$ cat config.mk
export PLATFORM = sky130hd
export DESIGN_NAME = gne_queue
export DESIGN_NICKNAME = d
export VERILOG_FILES = /design/src/gne_pkg.sv /design/src/gne_queue.sv
export SDC_FILE = /design/constraint.sdc
export NUM_CORES = 1
export LEC_CHECK = 0
export CAP_MARGIN = 20
export CORE_MARGIN = 4
export CORE_UTILIZATION = 45
export CTS_CLUSTER_DIAMETER = 80
export DETAILED_ROUTE_END_ITERATION = 6
export DONT_BUFFER_PORTS = 1
export PLACE_DENSITY = 0.62
export SYNTH_ARGS = -nofsm -noshare
export SYNTH_HDL_FRONTEND = slang
export SYNTH_SLANG_ARGS = --single-unit
$ cat constraint.sdc
create_clock -name clk_i -period 2.7 [get_ports clk_i]
set_clock_uncertainty 0.2 [all_clocks]
set_input_delay 0.135 -clock clk_i [delete_from_list [all_inputs] [get_ports clk_i]]
set_output_delay 0.135 -clock clk_i [all_outputs]
set_load 0.01 [all_outputs]
$ cat src/gne_pkg.sv
// ----------------------------------------------------------------------------
// gne_pkg
// Shared types, constants and the gray conversion used by the edge detector.
// ----------------------------------------------------------------------------
package gne_pkg;

  localparam int PIX_W        = 8;
  localparam int THRESHOLD_W  = 8;
  localparam int LINE_WIDTH_W = 12;
  localparam int CFG_DATA_W   = 12;
  localparam int CFG_INDEX_W  = 2;

  localparam logic [THRESHOLD_W-1:0]  THRESHOLD_RESET  = 8'd50;
  localparam logic [LINE_WIDTH_W-1:0] LINE_WIDTH_RESET = 12'd640;

  // Q8 luma weights, they sum to 256
  localparam logic [7:0] WEIGHT_FIRST  = 8'd77;
  localparam logic [7:0] WEIGHT_SECOND = 8'd150;
  localparam logic [7:0] WEIGHT_THIRD  = 8'd29;

  localparam logic [PIX_W-1:0] EDGE_ON  = 8'd255;
  localparam logic [PIX_W-1:0] EDGE_OFF = 8'd0;

  // configuration register indexes
  typedef enum logic [CFG_INDEX_W-1:0] {
    CFG_THRESHOLD  = 2'd0,
    CFG_LINE_WIDTH = 2'd1
  } cfg_index_e;

  // one classified pixel handed from the front to the back
  typedef struct packed {
    logic [PIX_W-1:0] above;     // previous-row gray at this column
    logic [PIX_W-1:0] gray;      // gray of this pixel
    logic             emit;      // pixel produces a result
    logic             last_col;  // pixel sits in the last column
  } item_t;

  // weighted sum of three channel bytes, the top byte of a 16-bit sum
  function automatic logic [PIX_W-1:0] to_gray(input logic [7:0] c0,
                                               input logic [7:0] c1,
                                               input logic [7:0] c2);
    logic [15:0] sum;
    sum = 16'(c0) * 16'(WEIGHT_FIRST) + 16'(c1) * 16'(WEIGHT_SECOND)
        + 16'(c2) * 16'(WEIGHT_THIRD);
    return sum[15:8];
  endfunction

endpackage

$ cat src/gne_queue.sv
// ----------------------------------------------------------------------------
// gne_queue
// Two-entry queue of classified items between the front and the back.
// ----------------------------------------------------------------------------
module gne_queue import gne_pkg::*; (
  input  logic  clk_i,
  input  logic  rst_ni,
  input  logic  push_valid_i,
  output logic  push_ready_o,
  input  item_t push_item_i,
  output logic  pop_valid_o,
  input  logic  pop_ready_i,
  output item_t pop_item_o
);

  item_t       entry_q [2];
  logic        wr_ptr_q, wr_ptr_d;
  logic        rd_ptr_q, rd_ptr_d;
  logic [1:0]  count_q, count_d;
  logic        push, pop;

  assign push_ready_o = (count_q != 2'd2);
  assign pop_valid_o  = (count_q != 2'd0);
  assign push         = push_valid_i && push_ready_o;
  assign pop          = pop_valid_o && pop_ready_i;
  assign pop_item_o   = entry_q[rd_ptr_q];

  // pointer and fill bookkeeping
  always_comb begin
    wr_ptr_d = push ? !wr_ptr_q : wr_ptr_q;
    rd_ptr_d = pop ? !rd_ptr_q : rd_ptr_q;
    count_d  = count_q;
    if (push && !pop) begin
      count_d = count_q + 2'd1;
    end else if (pop && !push) begin
      count_d = count_q - 2'd1;
    end
  end

  always_ff @(posedge clk_i or negedge rst_ni) begin
    if (!rst_ni) begin
      wr_ptr_q <= 1'b0;
      rd_ptr_q <= 1'b0;
      count_q  <= 2'd0;
    end else begin
      wr_ptr_q <= wr_ptr_d;
      rd_ptr_q <= rd_ptr_d;
      count_q  <= count_d;
    end
  end

  always_ff @(posedge clk_i) begin
    if (push) begin
      entry_q[wr_ptr_q] <= push_item_i;
    end
  end

endmodule

# Yosys cells after proc, flatten, opt, wreduce, memory -nomap -nowiden
# Memories as Yosys holds them, arrays and structs flattened.
# Cells that the tools add are included.
# word_totals
register_bits	4
ram_bits	36
output_inout_bits	20
mem_count	1
# memory_table
memory	depth	width	rd	rd_ports_with_merged_regs	wr	line	text
entry_q	2	18	1	0	1	gne_queue.sv:16	item_t entry_q [2];
# classes
add_sub_neg	2
n_eq_ne	1
mux	4
reduce_logical	10
# ops
cell	count
1-bit logical AND	4
1-bit zero test	4
2-bit two-way mux	2
2-bit nonzero test	2
2-bit by 1-bit adder with 2-bit output (second input constant)	1
1-bit two-way mux	2
2-bit inequality test (second input constant)	1
2-bit by 1-bit subtractor with 2-bit output (second input constant)	1

# Logic depth before layout (Yosys ltp)
# depth
ltp_word	6
ltp_mapped	7

# Least setup slack after synthesis
# OpenSTA, ideal clock, no wires.
# synth_timing
kind	register to register
start	reg count_q[0]
end	mem entry_q[0][0] (netlist name), enable pin
setup_time_ns	0.392
arrival_ns	1.476
slack_ns	0.631
stages_incl_launch_ff	4
n_path_buf	0
synth_period_minus_slack_ns	2.069
cell_sequence	dfrtp_1 > nand2b_1 > nand2_1 > nor2_1
# synth_via
elab_chain_len	4
# synth_lines
item	line	text
from (decl)	gne_queue.sv:19	logic [1:0] count_q, count_d;
from (signal assigned)	gne_queue.sv:48	count_q <= count_d;
2-bit inequality test	gne_queue.sv:22	assign push_ready_o = (count_q != 2'd2);
via push_ready_o	gne_queue.sv:9	output logic push_ready_o,
1-bit logical AND	gne_queue.sv:24	assign push = push_valid_i && push_ready_o;
1-bit two-way mux	gne_queue.sv:53	if (push) begin
1-bit two-way mux (implied by the code)	gne_queue.sv:54	entry_q[wr_ptr_q] <= push_item_i;
to (decl)	gne_queue.sv:16	
# The timed path passes the listed nets, and every way through them passes these cells.

==> metrics <==
status finished, final reports clean; ys flop type edfxtp_1; CTS Sinks 40; nets@finish about 130; Gate power share 31.7%; Worst Setup EP pop_item_o[12]; Synth-to-Final Area Change 21.2%; Tot Pwr around 1.8 mW; Slew @ Worst Pin approximately 0.34 ns; share of power burned in registers between 50% and 60%; Post-CTS Setup Bufs 0; post-route minimum period between 1.5 and 2 ns; internal power between 1 and 1.5 mW; Slowest-stage cell, CP dfrtp_1; pwr/cell area around 960 nW/um^2; # port buffers 0; Max Cap Viol 0; Final ANT Viol Nets 0; Iteration-0 DRC Markers 27; remaining routing DRC violations 0; Worst path depth 2; total routed wirelength ~2.4 mm; post-synthesis cell area roughly 1500 um^2; worst r2r src count_q[0]; final period utilization 72.0%; die height roughly 67 um; DP Worst Slack approximately 0.89 ns; Clk Latency, worst-skew pair about 0.33 ns; RSZ-0062 raised after global routing no; Setup CP Type reg2out; WP buf/inv 1; Synth Instances 74; Critical Path Source rd_ptr_q; sw frac between 30% and 40%; Clock power frac 16.7%; worst path cell trace buf_4 -> mux2_2; endpoint of the worst register-to-register path count_q[1]; #FFs+latches synth 40; DR vias/cell about 4.8; Critical Path RT around 2.4 ns; Top delay family on crit path flip-flops; Leak Pwr roughly 0.7 nW; Setup-failing EPs final 0; Fin Setup TNS 0 ns; Final Hold Violating Endpoints 0; routed via count roughly 710; vias in the first global route 837; WL/cell about 16 um; clock tree buffer depth 2; CTS-repair resized insts 0; depth of the worst register-to-register path 6; H-tree depth 2; CTS Buf Count 5; Synth top area share about 70%; Slew headroom around 77%; Hold Path Class in2reg; f_max roughly 0.51 GHz; hold-fix buffers at CTS 22; commonest non-fill, non-tap cells in the layout 36 x edfxtp_1, 22 x dlygate4sd3_1, 9 x mux2_4, 9 x mux2_2, 5 x clkbuf_4; share of layout cells above drive strength 1 between 20% and 30%; Synth area leaders edfxtp_1 70%, mux2_4 8.8%, mux2_2 6.6%; Psw around 0.54 mW; Post-Syn Area per Cell between 20 and 25 um^2; CTS tree built; clk slew on worst S/H paths about 0.10 ns; root buffer cell clkbuf_4; startpoint types flip-flop; Seq/Total Area, Yosys approximately 77%; Async SR Flop Fraction 10.0%; Max Transition Viols Final 0; First-pass DRT Iterations 2; most common cell after layout, fill and taps aside edfxtp_1; dominant cell type by area after synthesis edfxtp_1; global route overflow 0; # IOs 42; Starting Density 48.9%; largest net degree at the start of global routing 19; syn_nets 97; core box area ~3200 um^2; Yosys warning total 0; Die Area 4430 um^2; Worst Path Max Fanout 12; Final WS setup roughly 0.76 ns; Hold WS ~0.12 ns; Arrival @ worst endpoint about 1.6 ns; row cnt 20; initial antenna violation count 0; Post-synth EDFFs 36; r2r setup slk around 0.90 ns; total track usage approximately 13%; DP Area 1590 um^2; synth unique cells 15; n_diodes 0; Die Span X about 67 um; GP Congestion approximately 0.70; Max IR drop VDD between 0.6 and 0.7 mV; slowest stage delay, CP 0.56 ns; post-route cell area about 1900 um^2; first-pass GRT wire length between 3 and 4 mm; critical path capture point type output port; detailed placement HPWL approximately 1.5 mm
cells by family after synthesis:
group	after synthesis	share of synthesized area [%]
xor gates and xnor gates	5	2.84
adders and majority gates	1	0.811
buffers and inverters	3	2.27
DFF	40	76.6
muxes	18	15.3
and+or+nand+nor	7	2.19
how the worst min path moves through the flow:
stage / startpoint / end / slack [ns] / cells after the start
2_1_floorplan: rst_ni / count_q[0] / -0.36 / 0
3_3_place_gp: rst_ni / count_q[0] / -0.36 / 0
3_5_place_dp: rst_ni / count_q[1] / -0.36 / 0
4_1_cts: push_valid_i / entry_q[1][0] / 0.11 / 2
5_1_grt: push_valid_i / entry_q[1][13] / 0.12 / 2
6_report: push_valid_i / entry_q[1][0] / 0.12 / 2
synthesized netlist by cell type (2+ instances only):
library cell,count
nand2_1,2
dfrtp_1,4
mux2_2,9
xor2_1,2
mux2_4,9
xnor2_1,3
nor2_1,2
edfxtp_1,36
power groups by stage:
stage	sequential (mW)	clock, mW	combinational, mW
2_1_floorplan	0.907	0	0.508
3_3_place_gp	0.933	0	0.544
3_5_place_dp	0.941	0	0.559
4_1_cts	0.931	0.312	0.587
5_1_grt	0.948	0.340	0.615
6_report	0.927	0.299	0.569
per-stage QoR:
step                      util [%]  cells
after floorplan                  -     74
after global placement        50.5    119
after detailed placement      50.5    119
after CTS                     59.3    149
after global routing          59.3    149
final                         59.3    149
registers in the layout (all words and copies together), names as in the netlist:
| signal | cells |
|---|---|
| wr_ptr_q | 1 |
| entry_q | 36 |
| count_q | 2 |
| rd_ptr_q | 1 |
cell type report:
class | instances | area (um^2)
Timing Repair Buffer | 25 | 243
Sequential cell | 40 | 1180
Clock buffer | 8 | 58.8
Tap cell | 44 | 55.1
Multi-Input combinational cell | 31 | 329
Inverter | 1 | 3.75
Fill cell | 264 | 1280
routing by layer:
| metal | part of all wire, % | up-vias | global-route usage [%] |
|---|---|---|---|
| met3 | 6.5 | 6 | 6.07 |
| met5 | 0 | - | 0 |
| li1 | - | 339 | - |
| met2 | 52 | 26 | 21.3 |
| met1 | 39 | 342 | 13.4 |
| met4 | 1.7 | 0 | 6.60 |
(Power assumes the default switching activity.)
