[config.mk]
export PLATFORM = sky130hd
export DESIGN_NAME = gne_back
export DESIGN_NICKNAME = d
export VERILOG_FILES = /design/src/gne_pkg.sv /design/src/gne_back.sv
export SDC_FILE = /design/constraint.sdc
export NUM_CORES = 1
export LEC_CHECK = 0
export BUFFER_PORTS_ARGS = -buffer_cell sky130_fd_sc_hd__buf_2
export CAP_MARGIN = 5
export CORE_MARGIN = 4
export CORE_UTILIZATION = 60
export CTS_CLUSTER_SIZE = 25
export DETAILED_ROUTE_END_ITERATION = 10
export PLACE_DENSITY = 0.83
export SLEW_MARGIN = 20
export SYNTH_ARGS = -nofsm -noshare
export SYNTH_HDL_FRONTEND = slang
export SYNTH_SLANG_ARGS = --single-unit
[constraint.sdc]
create_clock -name clk_i -period 4.5 [get_ports clk_i]
set_input_delay 0.9 -clock clk_i [delete_from_list [all_inputs] [get_ports clk_i]]
set_output_delay 0.9 -clock clk_i [all_outputs]
set_load 0.01 [all_outputs]
[src/gne_pkg.sv]
// ----------------------------------------------------------------------------
// gne_pkg
// Shared types, constants and the gray conversion used by the edge detector.
// ----------------------------------------------------------------------------
package gne_pkg;

  localparam int PIX_W        = 8;
  localparam int THRESHOLD_W  = 8;
  localparam int LINE_WIDTH_W = 12;
  localparam int CFG_DATA_W   = 12;
  localparam int CFG_INDEX_W  = 2;

  localparam logic [THRESHOLD_W-1:0]  THRESHOLD_RESET  = 8'd50;
  localparam logic [LINE_WIDTH_W-1:0] LINE_WIDTH_RESET = 12'd640;

  // Q8 luma weights, they sum to 256
  localparam logic [7:0] WEIGHT_FIRST  = 8'd77;
  localparam logic [7:0] WEIGHT_SECOND = 8'd150;
  localparam logic [7:0] WEIGHT_THIRD  = 8'd29;

  localparam logic [PIX_W-1:0] EDGE_ON  = 8'd255;
  localparam logic [PIX_W-1:0] EDGE_OFF = 8'd0;

  // configuration register indexes
  typedef enum logic [CFG_INDEX_W-1:0] {
    CFG_THRESHOLD  = 2'd0,
    CFG_LINE_WIDTH = 2'd1
  } cfg_index_e;

  // one classified pixel handed from the front to the back
  typedef struct packed {
    logic [PIX_W-1:0] above;     // previous-row gray at this column
    logic [PIX_W-1:0] gray;      // gray of this pixel
    logic             emit;      // pixel produces a result
    logic             last_col;  // pixel sits in the last column
  } item_t;

  // weighted sum of three channel bytes, the top byte of a 16-bit sum
  function automatic logic [PIX_W-1:0] to_gray(input logic [7:0] c0,
                                               input logic [7:0] c1,
                                               input logic [7:0] c2);
    logic [15:0] sum;
    sum = 16'(c0) * 16'(WEIGHT_FIRST) + 16'(c1) * 16'(WEIGHT_SECOND)
        + 16'(c2) * 16'(WEIGHT_THIRD);
    return sum[15:8];
  endfunction

endpackage

[src/gne_back.sv]
// ----------------------------------------------------------------------------
// gne_back
// Scores each item against its neighbors and drives the result register,
// adding the row-end marker after the last column.
// ----------------------------------------------------------------------------
module gne_back import gne_pkg::*; (
  input  logic                   clk_i,
  input  logic                   rst_ni,
  input  logic [THRESHOLD_W-1:0] threshold_i,
  input  logic                   item_valid_i,
  output logic                   item_ready_o,
  input  item_t                  item_i,
  output logic                   res_valid_o,
  input  logic                   res_ready_i,
  output logic [PIX_W-1:0]       edge_value_o,
  output logic                   row_end_o,
  output logic                   last_of_run_o
);

  logic             res_valid_q, res_valid_d;
  logic [PIX_W-1:0] edge_q, edge_d;
  logic             row_end_q, row_end_d;
  logic             last_q, last_d;
  logic             pend_q, pend_d;
  logic [PIX_W-1:0] left_q, above_left_q;
  logic             can_load, pop;
  logic             hit_above, hit_left, hit_below;
  logic [PIX_W-1:0] edge_score;

  function automatic logic exceeds(input logic [PIX_W-1:0] a,
                                   input logic [PIX_W-1:0] b,
                                   input logic [THRESHOLD_W-1:0] thr);
    logic [PIX_W-1:0] diff;
    diff = (a > b) ? (a - b) : (b - a);
    return diff > thr;
  endfunction

  assign can_load     = !res_valid_q || res_ready_i;
  assign pop          = can_load && !pend_q && item_valid_i;
  assign item_ready_o = can_load && !pend_q;

  // centre is the previous-row pixel one to the left
  always_comb begin
    hit_above  = exceeds(above_left_q, item_i.above, threshold_i);
    hit_left   = exceeds(above_left_q, left_q, threshold_i);
    hit_below  = exceeds(above_left_q, item_i.gray, threshold_i);
    edge_score = ((hit_above && hit_left) || (hit_above && hit_below) ||
                  (hit_left && hit_below)) ? EDGE_ON : EDGE_OFF;
  end

  // result register load
  always_comb begin
    res_valid_d = res_valid_q;
    edge_d      = edge_q;
    row_end_d   = row_end_q;
    last_d      = last_q;
    pend_d      = pend_q;
    if (can_load) begin
      res_valid_d = 1'b0;
      if (pend_q) begin
        res_valid_d = 1'b1;
        edge_d      = EDGE_OFF;
        row_end_d   = 1'b1;
        last_d      = 1'b1;
        pend_d      = 1'b0;
      end else if (pop && item_i.emit) begin
        res_valid_d = 1'b1;
        edge_d      = edge_score;
        row_end_d   = 1'b0;
        last_d      = !item_i.last_col;
        pend_d      = item_i.last_col;
      end
    end
  end

  always_ff @(posedge clk_i or negedge rst_ni) begin
    if (!rst_ni) begin
      res_valid_q  <= 1'b0;
      pend_q       <= 1'b0;
      left_q       <= '0;
      above_left_q <= '0;
    end else begin
      res_valid_q <= res_valid_d;
      pend_q      <= pend_d;
      if (pop) begin
        left_q       <= item_i.gray;
        above_left_q <= item_i.above;
      end
    end
  end

  always_ff @(posedge clk_i) begin
    edge_q    <= edge_d;
    row_end_q <= row_end_d;
    last_q    <= last_d;
  end

  assign res_valid_o   = res_valid_q;
  assign edge_value_o  = edge_q;
  assign row_end_o     = row_end_q;
  assign last_of_run_o = last_q;

endmodule

; ---- Word level (Yosys, flattened, before mapping)
; Index checks and enable logic that the tools add are counted.
[op_classes]
n_addsub = 6
multipliers = 0
n_div = 0
n_lt_le_gt_ge = 6
eq_ne = 0
shift = 0
muxes = 11
bitwise_logic = 0
reduce_logical = 14
[ops]
columns = cell, n
row1 = $gt A8 B8 Y1, 6
row2 = $sub A8 B8 Y8, 6
row3 = $mux W8, 5
row4 = $logic_and A1 B1 Y1, 6
row5 = $mux W1, 6
row6 = $logic_not A1 Y1, 3
row7 = $logic_or A1 B1 Y1, 3
row8 = $reduce_and A2 Y1, 1
row9 = $reduce_bool A2 Y1, 1
[totals]
register_bits = 28
latchBits = 0
ramBits = 0
mem_bits_ro = 0
in_bits = 30
out_inout_bits = 12
elab_cells = 44
n_memories = 0

; ---- Depth between registers and ports, before layout
; Gate-level depths: netlist of run 1.
[logic_depth]
depth_word = 8
ltp_mapped = 17

; ---- Worst setup path before layout of run 1
; OpenSTA, ideal clock, no wires.
[synth_path]
path_kind = input-to-reg
start = input port item_i[10] (netlist name)
end = register edge_q[6], in the netlist edge_value_o[6] (data pin)
setup_time_ns = 0.257
t_arrival_ns = 3.582
t_required_ns = 4.243
setup_slack_ns = 0.662
stages = 16
cell_sequence = ha_1 > inv_1 > fa_1 > a21o_1 > a21oi_1 > or3_4 > a31oi_4 > mux2i_1 > xnor2_1 > ha_1 > a21oi_1 > a31oi_1 > a211o_1 > o21ai_0 > maj3_1 > nor2_1
[synth_between]
elab_chain_cells = 8
word_cells_on_any_way = 11
[synth_rtl]
columns = item, line
row1 = start: declaration, gne_back.sv:12  ; input item_t item_i,
row2 = $sub A8 B8 Y8 or $gt A8 B8 Y1 (tied branches), gne_back.sv:34  ; diff = (a > b) ? (a - b) : (b - a);
row3 = $mux W8 *, gne_back.sv:34
row4 = $gt A8 B8 Y1 *, gne_back.sv:35  ; return diff > thr;
row5 = $logic_and A1 B1 Y1, gne_back.sv:47  ; edge_score = ((hit_above && hit_left) || (hit_above && hit_below) ||
row6 = $logic_or A1 B1 Y1 * (2 in a row), gne_back.sv:47
row7 = $mux W8 *, gne_back.sv:48  ; (hit_left && hit_below)) ? EDGE_ON : EDGE_OFF;
row8 = $mux W8 *, gne_back.sv:66  ; end else if (pop && item_i.emit) begin
row9 = end signal: assignment, gne_back.sv:93  ; edge_q <= edge_d;
row10 = end: declaration, gne_back.sv:21  ; logic [PIX_W-1:0] edge_q, edge_d;
; Every way passes the cells marked *; elsewhere a longest branch is shown, timed or not. The select of a mux whose other input is x is not followed.
; A chain may end at the register's enable or synchronous reset.

; ---- Worst setup path after layout of run 1
; Ends and elaborated chain as after synthesis.

==> results of run 1 <==
per-stage QoR:
stage | area (um2) | instances | worst slack [ns] | hold slack [ns] | utilization [%]
finish | 3400 | 475 | 0.521 | 0.505 | 66.6
global placement | 3350 | 471 | 0.384 | 0.468 | 65.6
CTS | 3400 | 475 | 0.537 | 0.497 | 66.6
detailed placement | 3350 | 471 | 0.255 | 0.475 | 65.6
global route | 3400 | 475 | 0.272 | 0.507 | 66.6
floorplan | 3150 | 376 | 0.662 | 0.450 | -
path summary, 6_finish.rpt:
check                                     start  slack (ns)              end
worst max-delay path                 item_i[10]        0.52  edge_value_o[6]
worst min-delay path                  left_q[7]        0.51        left_q[7]
worst max register to register  above_left_q[0]        0.66  edge_value_o[6]
worst min register to register        left_q[7]        0.51        left_q[7]
max in group asynchronous                rst_ni        3.62        left_q[3]
min in group asynchronous                rst_ni        0.57        left_q[0]
synthesized netlist by cell type (all sizes together), types with 2 or more instances:
| master | n | area (um2) |
|---|---|---|
| a211oi | 4 | 30.0 |
| a21o | 12 | 90.1 |
| a21oi | 37 | 193 |
| a221oi | 2 | 17.5 |
| a311oi | 2 | 17.5 |
| a31oi | 10 | 77.6 |
| and3 | 2 | 12.5 |
| buf | 12 | 77.6 |
| clkbuf | 5 | 20.0 |
| dfrtp | 18 | 450 |
| edfxtp | 3 | 90.1 |
| fa | 6 | 120 |
| ha | 69 | 863 |
| inv | 46 | 173 |
| mux2 | 3 | 33.8 |
| mux2i | 18 | 180 |
| nand2 | 39 | 146 |
| nand3 | 8 | 40.0 |
| nand4 | 8 | 50.1 |
| nor2 | 4 | 15.0 |
| nor2b | 10 | 62.6 |
| nor3 | 2 | 10.0 |
| o211ai | 2 | 15.0 |
| o21ai | 28 | 140 |
| o22ai | 2 | 12.5 |
| xnor2 | 9 | 78.8 |
| xor2 | 9 | 78.8 |
flip-flops by register name, indices dropped and copies added, names as in the netlist:
| name | count |
|---|---|
| left_q | 8 |
| row_end_o | 1 |
| edge_value_o | 1 |
| last_of_run_o | 1 |
| res_valid_o | 1 |
| above_left_q | 8 |
| pend_q | 1 |
worst min-delay path, delay by kind of cell, from the launching register on:
kind | cells | cell delay [ns]
AOI/OAI and AO/OA | 1 | 0.06
and+or+nand+nor | 1 | 0.05
DFF | 1 | 0.36
cell type report:
cell class / count / area (um2)
well taps: 70 / 87.6
multi-input cells: 292 / 2340
clock inverters: 1 / 7.51
repair buffers: 42 / 213
clock buffers: 3 / 41.3
fillers: 448 / 1710
flip-flops and latches: 21 / 541
inverters: 46 / 173
kinds of logic after synthesis:
family                     synth area share (%)
AOI/OAI and AO/OA                          19.4
adders and majority gates                  31.6
and+or+nand+nor                            11.5
buffers and inverters                      8.58
muxes                                      6.80
DFF                                        17.2
xor gates and xnor gates                   5.01
metal layers:
layer,vias up,global-route usage (%)
met2,150,42.5
met4,0,8.28
met3,22,2.58
li1,1367,-
met1,1293,35.1
met5,-,0
power by group through the flow:
stage	logic, W	clock network (W)	registers, W
6_report	0.00110	0.000134	0.000272
3_5_place_dp	0.00108	0	0.000275
3_3_place_gp	0.00104	0	0.000274
5_1_grt	0.00124	0.000144	0.000277
2_1_floorplan	0.000852	0	0.000267
4_1_cts	0.00109	0.000138	0.000271
==> flow_summary.yaml, run 1 <==
routing:
  totalWireLength_mm: 8.00
  dr_wl_met3_um: 509
  viasPerCell: 5.96
  top_layer: "met4"
  drtIter0Drc: 242
  via_count: 2832
  detail_route.wl_per_cell_um: 16.8
  firstDrtPassIters: 5
  wl_met2_mm: 3.78
  postRouteAntennaNets: 0
  wl_met1_mm: 3.45
  drc: 0
synthesis:
  synthArstFlopShare_pct: 85.7
  synth_ff_type: "dfrtp_1"
  seq_area_frac_synth_pct: 17.2
  synth.ff_latch_count: 21
  syn-mean-instance-area_um2: 8.37
  ys_warn_count: 0
  syn_area_um2: 3150
  synth.distinct_cells: 37
  synthesis.nets: 481
  synthCells: 376
  synth_edf_count: 3
final_layout:
  synthToLayoutAreaGrowth_pct: 7.99
  final_nets: 511
  drive_above_1_share_pct: 13.1
  layout_commonest_cell: "ha_1"
  antenna_cells: 0
  final_cell_mix: "ha_1, inv_1, buf_2"
worst_setup_path:
  critical-path-max-stage-delay_ns: 0.39
  start_kind: "primary input"
  worst-path-buf-inv: 2
  worstPathMaxFanout: 7
  cp_top_family: "compound AO/OA/AOI/OAI gates"
  crit_cells: 17
  worstSetupEndpointType: "register"
  cp_slowest_cell: "or3_4"
  arrival_ns: 4.01
  r2r_cells: 17
  crit_chain: "buf_2 -> ha_1 -> inv_1 -> fa_1 -> a21o_1 -> a21oi_1 -> or3_4 -> a31oi_4 -> mux2i_1 -> xnor2_1 -> ha_1 -> a21oi_1 -> a31oi_1 -> a211o_1 -> o21ai_0 -> maj3_1 -> nor2_1"
  cp.required_ns: 4.53
  path_class: "in2reg"
die:
  num_rows: 26
  start_util_pct: 61.6
  core_region_area_um2: 5110
  die_height_um: 80.4
  dieWidth_um: 80.4
  ios: 42
  dieArea_um2: 6470
hold_path:
  min_path_type: "reg2reg"
  whs_path_depth: 2
cts:
  clk_pin_slew_ns: 0.09
  cts_buffer_depth: 2
  worstSkewPairLatency_ns: 0.27
  numCtsBuffers: 3
  postCtsSetupRepairBufs: 0
  cts_root_buf: "clkbuf_8"
  cts_resized: 0
  cts_max_level: 1
  holdBufCountCts: 0
  cts_tree: "done"
  clock-sinks: 21
sta:
  fmax_ghz: 0.251
  slew_headroom_pct: 35.8
  finalHoldViolations: 0
  rsz0062_at_grt: "false"
  period_share_pct: 88.4
  final_max_slew_viol_count: 0
  finalSetupViolCount: 0
  finClkSkew_ns: 0.00319
  finalSetupTns_ns: 0
  tightestPinTransition_ns: 0.961
  fin_crit_ns: 3.98
place:
  place_congestion: 0.950
  portBuffers: 41
  dpl.hpwl_mm: 6.70
power:
  ir_drop_uv: 241
  power_frac_clock_pct: 8.9
  internal-power_w: 0.000773
  power_w: 0.00151
  pwr-share-seq_pct: 18.0
  powerDensity_nw_per_um2: 444
  leakage_nw: 1.76
  swShare_pct: 48.8
  combPwrFrac_pct: 73.1
  power.switching_w: 0.000738
grt:
  grt-ovfl-total: 0
  grt_pass1_wl_mm: 12.9
  grt_max_degree: 33
  antenna_found_initial: 0
  grt_pass1_vias: 2669
  track_usage_pct: 25.7
outcome:
  status: "completed"
flow_run:
  maxCapViolCount: 0
Power figures use the tool's default switching activity.
==> run 2, diff against run 1 <==
- CORE_ASPECT_RATIO: not set -> 0.8
==> run 2 against run 1 <==
Compared with the run above: register-to-register slack worse by 0.04 ns; sequential power grew 3%; sequential share of layout area increased by 0.059 points; highest routed layer unchanged; design area shrank 0.37%; via count down 0.28%; flip-flop and latch count stayed put; first-iteration DRC count decreased by 25%; die area rose by 0.11%; total power shrank 0.13%; non-clock buffer count stayed put; setup slack got worse by 0.0054 ns; clock skew increased by 0.0051 ns.
==> flow_summary.yaml, run 2 (synthesis gave the netlist of run 1 again) <==
die:
  dieWidth_um: 89.0
  die_height_um: 72.8
  ios: 42
  start_util_pct: 62.5
  core_region_area_um2: 5040
  num_rows: 23
  dieArea_um2: 6480
cts:
  postCtsSetupRepairBufs: 0
  worstSkewPairLatency_ns: 0.28
  clock-sinks: 21
  clk_pin_slew_ns: 0.09
  numCtsBuffers: 3
  holdBufCountCts: 0
  cts_buffer_depth: 2
  cts_resized: 0
  cts_max_level: 1
  cts_tree: "done"
  cts_root_buf: "clkbuf_8"
final_layout:
  drive_above_1_share_pct: 13.1
  synthToLayoutAreaGrowth_pct: 7.59
  final_cell_mix: "ha_1, inv_1, buf_2"
  final_nets: 511
  top_regs: "above_left_q x8, left_q x8"
  antenna_cells: 0
  fin_cells: 467
  layout_commonest_cell: "ha_1"
grt:
  grt-ovfl-total: 0
  grt_max_degree: 33
  track_usage_pct: 25.7
  grt_pass1_vias: 2730
  antenna_found_initial: 0
  grt_pass1_wl_mm: 13.0
sta:
  finalHoldViolations: 0
  rsz0062_at_grt: "false"
  period_share_pct: 88.5
  fin_crit_ns: 3.98
  finClkSkew_ns: 0.00832
  final_max_slew_viol_count: 0
  fmax_ghz: 0.251
  finalSetupViolCount: 0
  tightestPinTransition_ns: 0.946
  setup_ws_ns: 0.516
  finalSetupTns_ns: 0
  slew_headroom_pct: 36.8
routing:
  via_count: 2824
  detail_route.wl_per_cell_um: 17.4
  postRouteAntennaNets: 0
  viasPerCell: 6.05
  totalWireLength_mm: 8.14
  drtIter0Drc: 182
  drc: 0
  firstDrtPassIters: 5
outcome:
  status: "completed"
worst_setup_path:
  cp_top_family: "compound AO/OA/AOI/OAI gates"
  start_kind: "primary input"
  worst-path-buf-inv: 2
  cp_slowest_cell: "or3_4"
  path_class: "in2reg"
  worstPathMaxFanout: 7
  arrival_ns: 4.02
  worstSetupEndpointType: "register"
  crit_chain: "buf_2 -> ha_1 -> inv_1 -> fa_1 -> a21o_1 -> a21oi_1 -> or3_4 -> a31oi_4 -> mux2i_1 -> xnor2_1 -> ha_1 -> a21oi_1 -> nand2_1 -> a211o_1 -> o21ai_0 -> maj3_1 -> nor2_1"
  critical-path-max-stage-delay_ns: 0.38
  cp.required_ns: 4.54
flow_run:
  maxCapViolCount: 0
hold_path:
  min_path_type: "reg2reg"
place:
  dp_cells: 463
  dpl.hpwl_mm: 6.97
  dp_slack_ns: 0.287
  place_congestion: 0.976
  portBuffers: 41
power:
  ir_drop_uv: 291
  powerDensity_nw_per_um2: 445
  leakage_nw: 1.77
## run 2: cell type report
type / instances / area (um2)
clock buffers: 3 / 41.3
clock inverters: 1 / 5.00
fillers: 424 / 1650
inverters: 46 / 173
multi-input cells: 292 / 2340
flip-flops and latches: 21 / 541
well taps: 62 / 77.6
repair buffers: 42 / 213
## run 2: worst paths after layout
check	startpoint	end	slack [ns]	depth (start not counted)
worst min register to register	left_q[7]	left_q[7]	0.50	2
max in group asynchronous	rst_ni	left_q[6]	3.61	1
worst max register to register	above_left_q[0]	edge_value_o[6]	0.62	17
min in group asynchronous	rst_ni	above_left_q[5]	0.56	1
worst min-delay path	left_q[7]	left_q[7]	0.50	2
worst max-delay path	item_i[10]	edge_value_o[6]	0.52	17
## run 2: report_power, final
group	switching, W	internal [W]	total, W	leakage, nW
registers	0.0000517	0.000229	0.000281	0.250
logic	0.000613	0.000478	0.00109	1.49
clock network	0.0000746	0.0000621	0.000137	0.0255
## run 2: stage by stage
stage | total power [W] | cell area (um2) | hold slack [ns] | util [%]
finish | 0.00151 | 3390 | 0.498 | 67.3
global route | 0.00165 | 3390 | 0.522 | 67.3
floorplan | 0.00112 | 3150 | 0.450 | -
global placement | 0.00132 | 3340 | 0.467 | 66.3
CTS | 0.00150 | 3390 | 0.505 | 67.3
detailed placement | 0.00136 | 3340 | 0.486 | 66.3
## run 2: worst reg2reg max path: stages (launching register included)
cell and delay (ns):
dfrtp_1 0.47, inv_1 0.14, ha_1 0.22, inv_1 0.07
fa_1 0.18, a21o_1 0.13, a21oi_1 0.09, or3_4 0.38
a31oi_4 0.34, mux2i_1 0.27, xnor2_1 0.16, ha_1 0.28
a21oi_1 0.18, nand2_1 0.08, a211o_1 0.29, o21ai_0 0.09
maj3_1 0.22, nor2_1 0.04
## run 2: metal layers
metal  up-vias  GRT usage (%)  wire [um]
met5         -              0          0
met1      1343           37.8       3890
li1       1373              -          -
met4         0           4.96         97
met3        11           1.24        392
met2        97           42.3       3770
